`config.mk`:
```
export PLATFORM = sky130hd
export DESIGN_NAME = psq_cell
export DESIGN_NICKNAME = d
export VERILOG_FILES = /design/src/hdl/psq_pkg.sv /design/src/hdl/psq_cell.sv
export SDC_FILE = /design/constraint.sdc
export NUM_CORES = 1
export LEC_CHECK = 0
export BUFFER_PORTS_ARGS = -buffer_cell sky130_fd_sc_hd__buf_2
export CORE_ASPECT_RATIO = 1.2
export CORE_MARGIN = 8
export CORE_UTILIZATION = 40
export DETAILED_ROUTE_END_ITERATION = 6
export PLACE_DENSITY = 0.81
export SKIP_LAST_GASP = 1
export SLEW_MARGIN = 0
export SYNTH_ARGS = -nofsm -noshare
export SYNTH_HDL_FRONTEND = slang
export SYNTH_SLANG_ARGS = --single-unit
```
`constraint.sdc`:
```
create_clock -name clk_i -period 6.4 [get_ports clk_i]
set_input_delay 0.32 -clock clk_i [delete_from_list [all_inputs] [get_ports clk_i]]
set_output_delay 0.32 -clock clk_i [all_outputs]
set_load 0.05 [all_outputs]
```
`src/hdl/psq_pkg.sv`:
```
package psq_pkg;

  localparam int unsigned PSQ_DEPTH   = 128;
  localparam int unsigned PSQ_VALUE_W = 32;
  localparam int unsigned PSQ_PRI_W   = 3;
  localparam int unsigned PSQ_COUNT_W = 8;

  typedef enum logic {
    CMD_ENQ = 1'b0,
    CMD_DEQ = 1'b1
  } psq_cmd_e;

  typedef enum logic [1:0] {
    ST_DONE  = 2'd0,
    ST_FULL  = 2'd1,
    ST_EMPTY = 2'd2
  } psq_status_e;

  typedef struct packed {
    logic signed [PSQ_VALUE_W-1:0] value;
    logic        [PSQ_PRI_W-1:0]   pri;
  } psq_entry_t;

  // Operation broadcast to every cell of the chain in the same cycle.
  typedef struct packed {
    logic       enq;
    logic       deq;
    psq_entry_t entry;
  } psq_op_t;

endpackage

```
`src/hdl/psq_cell.sv`:
```
module psq_cell
  import psq_pkg::*;
(
  input  logic       clk_i,
  input  psq_op_t    op_i,
  input  logic       occ_i,
  input  psq_entry_t left_i,
  input  logic       left_gt_i,
  input  psq_entry_t right_i,
  output psq_entry_t entry_o,
  output logic       gt_o
);

  psq_entry_t entry_q, entry_d;

  // An empty slot or a held entry of larger priority number yields to the new word.
  assign gt_o    = !occ_i || (entry_q.pri > op_i.entry.pri);
  assign entry_o = entry_q;

  always_comb begin
    entry_d = entry_q;
    if (op_i.enq) begin
      if (gt_o) begin
        entry_d = left_gt_i ? left_i : op_i.entry;
      end
    end else if (op_i.deq) begin
      entry_d = right_i;
    end
  end

  always_ff @(posedge clk_i) begin
    entry_q <= entry_d;
  end

endmodule

```
### Word-level counts from Yosys, hierarchy flattened

Index checks and enable logic that the tools add are counted.

| storage, ports and cells | value |
|---|---|
| register bits | 35 |
| bits in latches | 0 |
| memory bits (writable) | 0 |
| ROM bits | 0 |
| bits of input ports | 110 |
| output and inout bits | 36 |
| logic and storage cells | 12 |
| memories kept | 0 |

| operators by class | value |
|---|---|
| add/sub/neg operators | 0 |
| multiply operators | 0 |
| div/mod/pow operators | 0 |
| $lt $le $gt $ge | 1 |
| equality and inequality tests | 1 |
| shift-type cells | 0 |
| multiplexer cells | 4 |
| bitwise operators | 0 |
| reduce and logical (&&, ||, !) cells | 4 |

Operators by type and width:

| cell | number |
|---|---|
| $mux 35 | 4 |
| $gt 3x3->1 | 1 |
| $ne 2x1->1 const B | 1 |
| $reduce_and 2->1 | 1 |
| $reduce_bool 2->1 | 1 |
| $logic_not 1->1 | 1 |
| $logic_or 1x1->1 | 1 |

### Logic depth before layout (Yosys ltp)

Gate-level depths: netlist of run 1.

| depth | value |
|---|---|
| depth after elaboration | 4 |
| depth in mapped cells | 5 |
| mapped depth without buffers | 5 |

### Worst setup path before layout of run 1

Ideal clock, no wire load.

| timing path | value |
|---|---|
| kind | flip-flop to flip-flop |
| start point | register entry_q, in the netlist entry_o[2] |
| end point | register entry_q, in the netlist entry_o[0] (enable) |
| library setup time | 449 ps |
| arrival | 3072 ps |
| required time | 5951 ps |
| setup slack | 2879 ps |
| stages on the path, launching flop included | 5 |
| buffers on the path | 0 |
| period minus slack after synthesis | 3521 ps |
| path through | edfxtp_1 > ha_1 > and3b_1 > o21ai_0 > a31oi_1 |

| between the ends | value |
|---|---|
| longest elaborated chain between the ends | 4 |

RTL lines:

| element | RTL line | RTL |
|---|---|---|
| from (decl) | psq_cell.sv:14 | `psq_entry_t entry_q, entry_d;` |
| from (signal assigned) | psq_cell.sv:32 | `entry_q <= entry_d;` |
| $gt 3x3->1 | psq_cell.sv:17 | `assign gt_o = !occ_i \|\| (entry_q.pri > op_i.entry.pri);` |
| $logic_or 1x1->1 | psq_cell.sv:17 |  |
| $ne 2x1->1 (no source line) | -- |  |
| $reduce_and 2->1 (no source line) | -- |  |

Every way passes these cells.
A chain may end at the register's enable or synchronous reset.

### Worst setup path in the final report of run 1

| timing path | value |
|---|---|
| start point | register entry_q, in the netlist entry_o[2] |
| end point | register entry_q, in the netlist entry_o[9] (enable) |

The elaborated chain is that of the path after synthesis.

==> results.cfg, run 1 <==
[outcome]
status = finished, final reports clean

[clocking]
clk_latency_ns = 0.27
clk_pin_slew_ns = 0.07
cts_made_buffers = 5
post_cts_resized = 0
cts_setup_buffers = 0
clockRootBuffer = clkbuf_8
cts_tree = yes
hold_buffers = 0
clk_path_buf_depth = 2
cts.sinks = 35
cts_max_level = 2

[die]
initial_core_util = 0.414
die_w_um = 79.0
io_pins = 146
die_area_um2 = 7230
core_um2 = 4590
rows = 27
die_h_um = 91.6

[sta]
fin_crit_ns = 2.39
fmax_ghz = 0.418
fin_crit_sh = 0.374
worstMarginPinSlew_ns = 1.15
rsz0062_at_grt = no
slew_viol_final = 0
skew_ns = 0.00354
max-slew-margin-rel = 0.231
finalHoldViolCount = 0
totalNegativeSetupSlack_ns = 0
setup_viol = 0

[worst_setup_path]
worstPathRequired_ns = 6.29
cp.arrival_ns = 2.28
reg2reg_to = entry_o[9]$_DFFE_PP_
reg2reg_slack_ns = 4.01
path_class = register to register
worstSetupEndpointType = register
reg2regPathDepth = 4
worstPathMaxFanout = 35
crit_path_start_kind = register
r2r-start = entry_o[2]$_DFFE_PP_

[cells_and_area]
drive_above_1_share = 0.498
fillerInstances = 408
mostFrequentLayoutCells = buf_2, nor2_1, mux2i_1, a21oi_1, edfxtp_1
antenna_cells = 0
final_util = 0.587
largest_register_ffs = 35
register_area_um2 = 1050
multi_input_area_um2 = 749
nets = 419
layout_commonest_cell = buf_2
area_growth_pct = 41.7

[power_and_ir_drop]
cellLeakagePower_nw = 1.34
power.density_nw_per_um2 = 240
ir_drop_mv = 0.126

[global_route]
grt_overflow = 0
grt_max_degree = 73
grt_usage = 0.140
use_met1 = 0.145
globalRouteMet2Util = 0.246
grt_pass1_wl_mm = 8.25
use_met3 = 0.0621
grt_pass1_vias = 1757
busiest_layer = met2
antenna_found_initial = 0

[routing]
vias = 1721
ant_nets = 0
post_drt_via_cell_ratio = 4.72
wl_per_cell_um = 14.5
wl_mm = 5.31
dr.pass1.iters = 4
drc = 0
drt_iter0_drc = 40

[logic_synthesis]
yosysUniqueCellTypes = 16
postSynthNetCount = 278
synth-seq-cells = 35
yosysWarnings = 0
seq_area_frac_synth = 0.552
netlist_instances = 165
synth_area_um2 = 1900
syn_area_per_cell_um2 = 11.5

[place]
portBuffers = 145
place.gp.congestion = 0.716
dpl.hpwl_mm = 4.26

[min_path]
hold_path_depth = 3
min_path_type = primary input to register
hold_end = entry_o[6]$_DFFE_PP_
min_from = right_i[6]

[run]
maxCapViolations = 0
-- area by class of cell --
| class | instances | share of cell area |
|---|---|---|
| Sequential cell | 35 | 0.389 |
| Multi-Input combinational cell | 115 | 0.278 |
| Timing Repair Buffer | 146 | 0.272 |
| Clock buffer | 7 | 0.0283 |
| Tap cell | 58 | 0.0269 |
| Inverter | 3 | 0.00417 |
| Clock inverter | 1 | 0.00185 |
-- cells in the mapped netlist --
| cell type | count | area share |
|---|---|---|
| ha_1 | 3 | 0.020 |
| clkbuf_1 | 3 | 0.0059 |
| and3b_1 | 1 | 0.0046 |
| a21oi_1 | 35 | 0.092 |
| mux2i_1 | 35 | 0.18 |
| nor2_1 | 36 | 0.071 |
| o21ai_0 | 1 | 0.0026 |
| buf_6 | 1 | 0.0059 |
| nand3_1 | 1 | 0.0026 |
| buf_2 | 5 | 0.013 |
| a21o_1 | 1 | 0.0039 |
| nand2_1 | 1 | 0.0020 |
| inv_1 | 3 | 0.0059 |
| buf_12 | 3 | 0.032 |
| edfxtp_1 | 35 | 0.55 |
| a31oi_1 | 1 | 0.0033 |
-- critical path, cell delays in order, from the launching register on --
cell and delay, ns:
edfxtp_1 0.39, ha_1 0.33, and3b_1 0.15, o21ai_0 0.16
a31oi_4 0.97
-- metrics by stage --
step | hold WS [ns] | power, W | instance area, µm² | setup WS (ns) | std cells
floorplan | 0.545 | 0.000443 | 1900 | 2.88 | 165
global placement | 0.637 | 0.000503 | 2620 | 3.97 | 357
detailed placement | 0.644 | 0.000508 | 2620 | 3.92 | 357
CTS | 0.351 | 0.000658 | 2700 | 3.97 | 365
global route | 0.353 | 0.000682 | 2700 | 3.83 | 365
finish | 0.363 | 0.000648 | 2700 | 4.01 | 365
-- metal layers --
metal	up-vias	wire length (µm)
met5	-	0
met4	0	42
met3	4	606
met2	86	2680
met1	745	1980
li1	886	-
-- worst max path at each step --
stage	endpoint	cells after the start	slack [ns]	startpoint
after global routing	entry_o[30]$_DFFE_PP_	4	3.83	entry_o[2]$_DFFE_PP_
after CTS	entry_o[14]$_DFFE_PP_	4	3.97	entry_o[2]$_DFFE_PP_
after floorplan	entry_o[0]$_DFFE_PP_	4	2.88	entry_o[2]$_DFFE_PP_
final	entry_o[9]$_DFFE_PP_	4	4.01	entry_o[2]$_DFFE_PP_
after detailed placement	entry_o[17]$_DFFE_PP_	4	3.92	op_i[36]
after global placement	entry_o[9]$_DFFE_PP_	4	3.97	op_i[36]
-- logic make-up after synthesis --
group                    Yosys count  share of synthesized area
AND/OR/NAND/NOR                   39                     0.0802
buffers and inverters             15                     0.0624
adder cells (fa/ha/maj)            3                     0.0197
AO/OA/AOI/OAI                     38                      0.102
multiplexers                      35                      0.184
flip-flops                        35                      0.552
-- power breakdown --
part           leakage (nW)  total [W]  switching [W]  internal, W
combinational         0.956   0.000210       0.000147    0.0000632
clock                0.0422   0.000147      0.0000708    0.0000762
sequential            0.344   0.000291     0.00000556     0.000285
total                  1.34   0.000648       0.000223     0.000425
Note: power is estimated with default switching activity, not from simulation.
==> run 2: changes to the inputs <==
--- a/config.mk
+++ b/config.mk
@@ -8,9 +8,9 @@
 export BUFFER_PORTS_ARGS = -buffer_cell sky130_fd_sc_hd__buf_2
 export CORE_ASPECT_RATIO = 1.2
 export CORE_MARGIN = 8
-export CORE_UTILIZATION = 40
+export CORE_UTILIZATION = 36
 export DETAILED_ROUTE_END_ITERATION = 6
-export PLACE_DENSITY = 0.81
+export PLACE_DENSITY = 0.77
 export SKIP_LAST_GASP = 1
 export SLEW_MARGIN = 0
 export SYNTH_ARGS = -nofsm -noshare
==> constraint.sdc (replaced) <==
create_clock -name clk_i -period 2.05 [get_ports clk_i]
set_input_delay 0.1025 -clock clk_i [delete_from_list [all_inputs] [get_ports clk_i]]
set_output_delay 0.1025 -clock clk_i [all_outputs]
set_load 0.05 [all_outputs]
==> results.cfg, run 2 (synthesis gave the netlist of run 1 again) <==
[sta]
setup_viol = 0
max-slew-margin-rel = 0.768
finalHoldViolCount = 0
rsz0062_at_grt = no
fin_crit_ns = 1.81
fin_crit_sh = 0.883
worstMarginPinSlew_ns = 0.348
fmax_ghz = 0.553
slew_viol_final = 0
totalNegativeSetupSlack_ns = 0
skew_ns = 0.00365

[min_path]
min_path_type = primary input to register
hold_end = entry_o[3]$_DFFE_PP_
min_from = right_i[3]
hold_path_depth = 3

[routing]
vias = 1747
wl_per_cell_um = 15.2
post_drt_via_cell_ratio = 4.70
dr.pass1.iters = 4
drc = 0
drt_iter0_drc = 55
ant_nets = 0
wl_mm = 5.65

[power_and_ir_drop]
p_switching_w = 0.000724
swShare = 0.351
power.density_nw_per_um2 = 748
p_clk_frac = 0.231
power_frac_seq = 0.440
ir_drop_mv = 0.416
combPwrFrac = 0.329
cellLeakagePower_nw = 1.37
p_int_w = 0.00134

[cells_and_area]
register_area_um2 = 1050
final_area_um2 = 2760
mostFrequentLayoutCells = buf_2, nor2_1, mux2i_1, a21oi_1, edfxtp_1
largest_register_ffs = 35
finalNonFillerCells = 372
nets = 422
antenna_cells = 0
layout_commonest_cell = buf_2
drive_above_1_share = 0.506
multi_input_area_um2 = 753
area_growth_pct = 44.7
fillerInstances = 482

[clocking]
cts_tree = yes
cts_setup_buffers = 0
clk_latency_ns = 0.28
cts_max_level = 2
hold_buffers = 0
clk_pin_slew_ns = 0.07
clk_path_buf_depth = 2
cts_made_buffers = 5
cts.sinks = 35
clockRootBuffer = clkbuf_8
post_cts_resized = 0

[place]
dpl.hpwl_mm = 4.54
portBuffers = 145
placed_area_um2 = 2670
dp.cells = 364
place.gp.congestion = 0.728

[global_route]
grt_usage = 0.135
grt_overflow = 0
grt_max_degree = 39
grt_pass1_vias = 1797
antenna_found_initial = 0
grt_pass1_wl_mm = 8.29

[die]
die_w_um = 82.4
core_um2 = 5190
io_pins = 146
rows = 29
initial_core_util = 0.367
die_h_um = 95.7
die_area_um2 = 7880

[worst_setup_path]
path_class = register to output pin
r2r-start = entry_o[2]$_DFFE_PP_
cp.arrival_ns = 1.71
reg2reg_to = entry_o[28]$_DFFE_PP_
worstPathMaxFanout = 3
worstPathRequired_ns = 1.95
crit_path_start_kind = register
reg2regPathDepth = 5
reg2reg_slack_ns = 0.30
worstSetupEndpointType = output pin

[outcome]
status = finished, final reports clean

[run]
maxCapViolations = 0
run 2: cell types whose count changed in the layout (fill, tap and decap cells not counted), sizes merged:
| cell | delta |
|---|---|
| buf | +3 |
run 2: metrics by stage:
step	hold slack (ns)	worst slack, ns	power [W]	utilization
3_3_place_gp	0.416	0.394	0.00159	0.515
4_1_cts	0.124	0.215	0.00209	0.531
5_1_grt	0.125	0.182	0.00216	0.531
3_5_place_dp	0.424	0.313	0.00161	0.515
2_1_floorplan	0.328	-0.275	0.00139	-
6_report	0.134	0.241	0.00206	0.531
run 2: power by group through the flow:
| stage | Sequential [W] | Combinational (W) | Clock, W |
|---|---|---|---|
| after global placement | 0.000918 | 0.000669 | 0 |
| final | 0.000906 | 0.000679 | 0.000476 |
| after CTS | 0.000907 | 0.000687 | 0.000500 |
| after detailed placement | 0.000923 | 0.000686 | 0 |
| after global routing | 0.000914 | 0.000725 | 0.000517 |
| after floorplan | 0.00120 | 0.000191 | 0 |
run 2: final cells by class:
class	count	area share
Sequential cell	35	0.381
Timing Repair Buffer	149	0.283
Multi-Input combinational cell	115	0.273
Tap cell	62	0.0282
Clock buffer	7	0.0277
Inverter	3	0.00409
Clock inverter	1	0.00182
run 2: how the worst max path moves through the flow:
stage | from | depth (start not counted) | endpoint | slack, ns
after detailed placement | entry_o[2]$_DFFE_PP_ | 5 | entry_o[13]$_DFFE_PP_ | 0.31
after CTS | entry_o[2]$_DFFE_PP_ | 5 | gt_o | 0.22
final | entry_o[2]$_DFFE_PP_ | 5 | gt_o | 0.24
after floorplan | entry_o[2]$_DFFE_PP_ | 4 | entry_o[0]$_DFFE_PP_ | -0.28
after global placement | entry_o[2]$_DFFE_PP_ | 5 | entry_o[17]$_DFFE_PP_ | 0.39
after global routing | entry_o[2]$_DFFE_PP_ | 5 | gt_o | 0.18
run 2: routing by layer:
metal	GRT usage	wire, µm	vias up
met5	0	0	-
met4	0.0425	68	0
met3	0.0585	726	6
met2	0.238	2850	90
met1	0.140	2010	759
li1	-	-	892
run 2: critical path, stage by stage, from the launching register on:
cell      delay, ns
edfxtp_1       0.39
ha_1           0.34
a21o_1         0.20
o21ai_2        0.21
nand2_1        0.07
buf_2          0.21
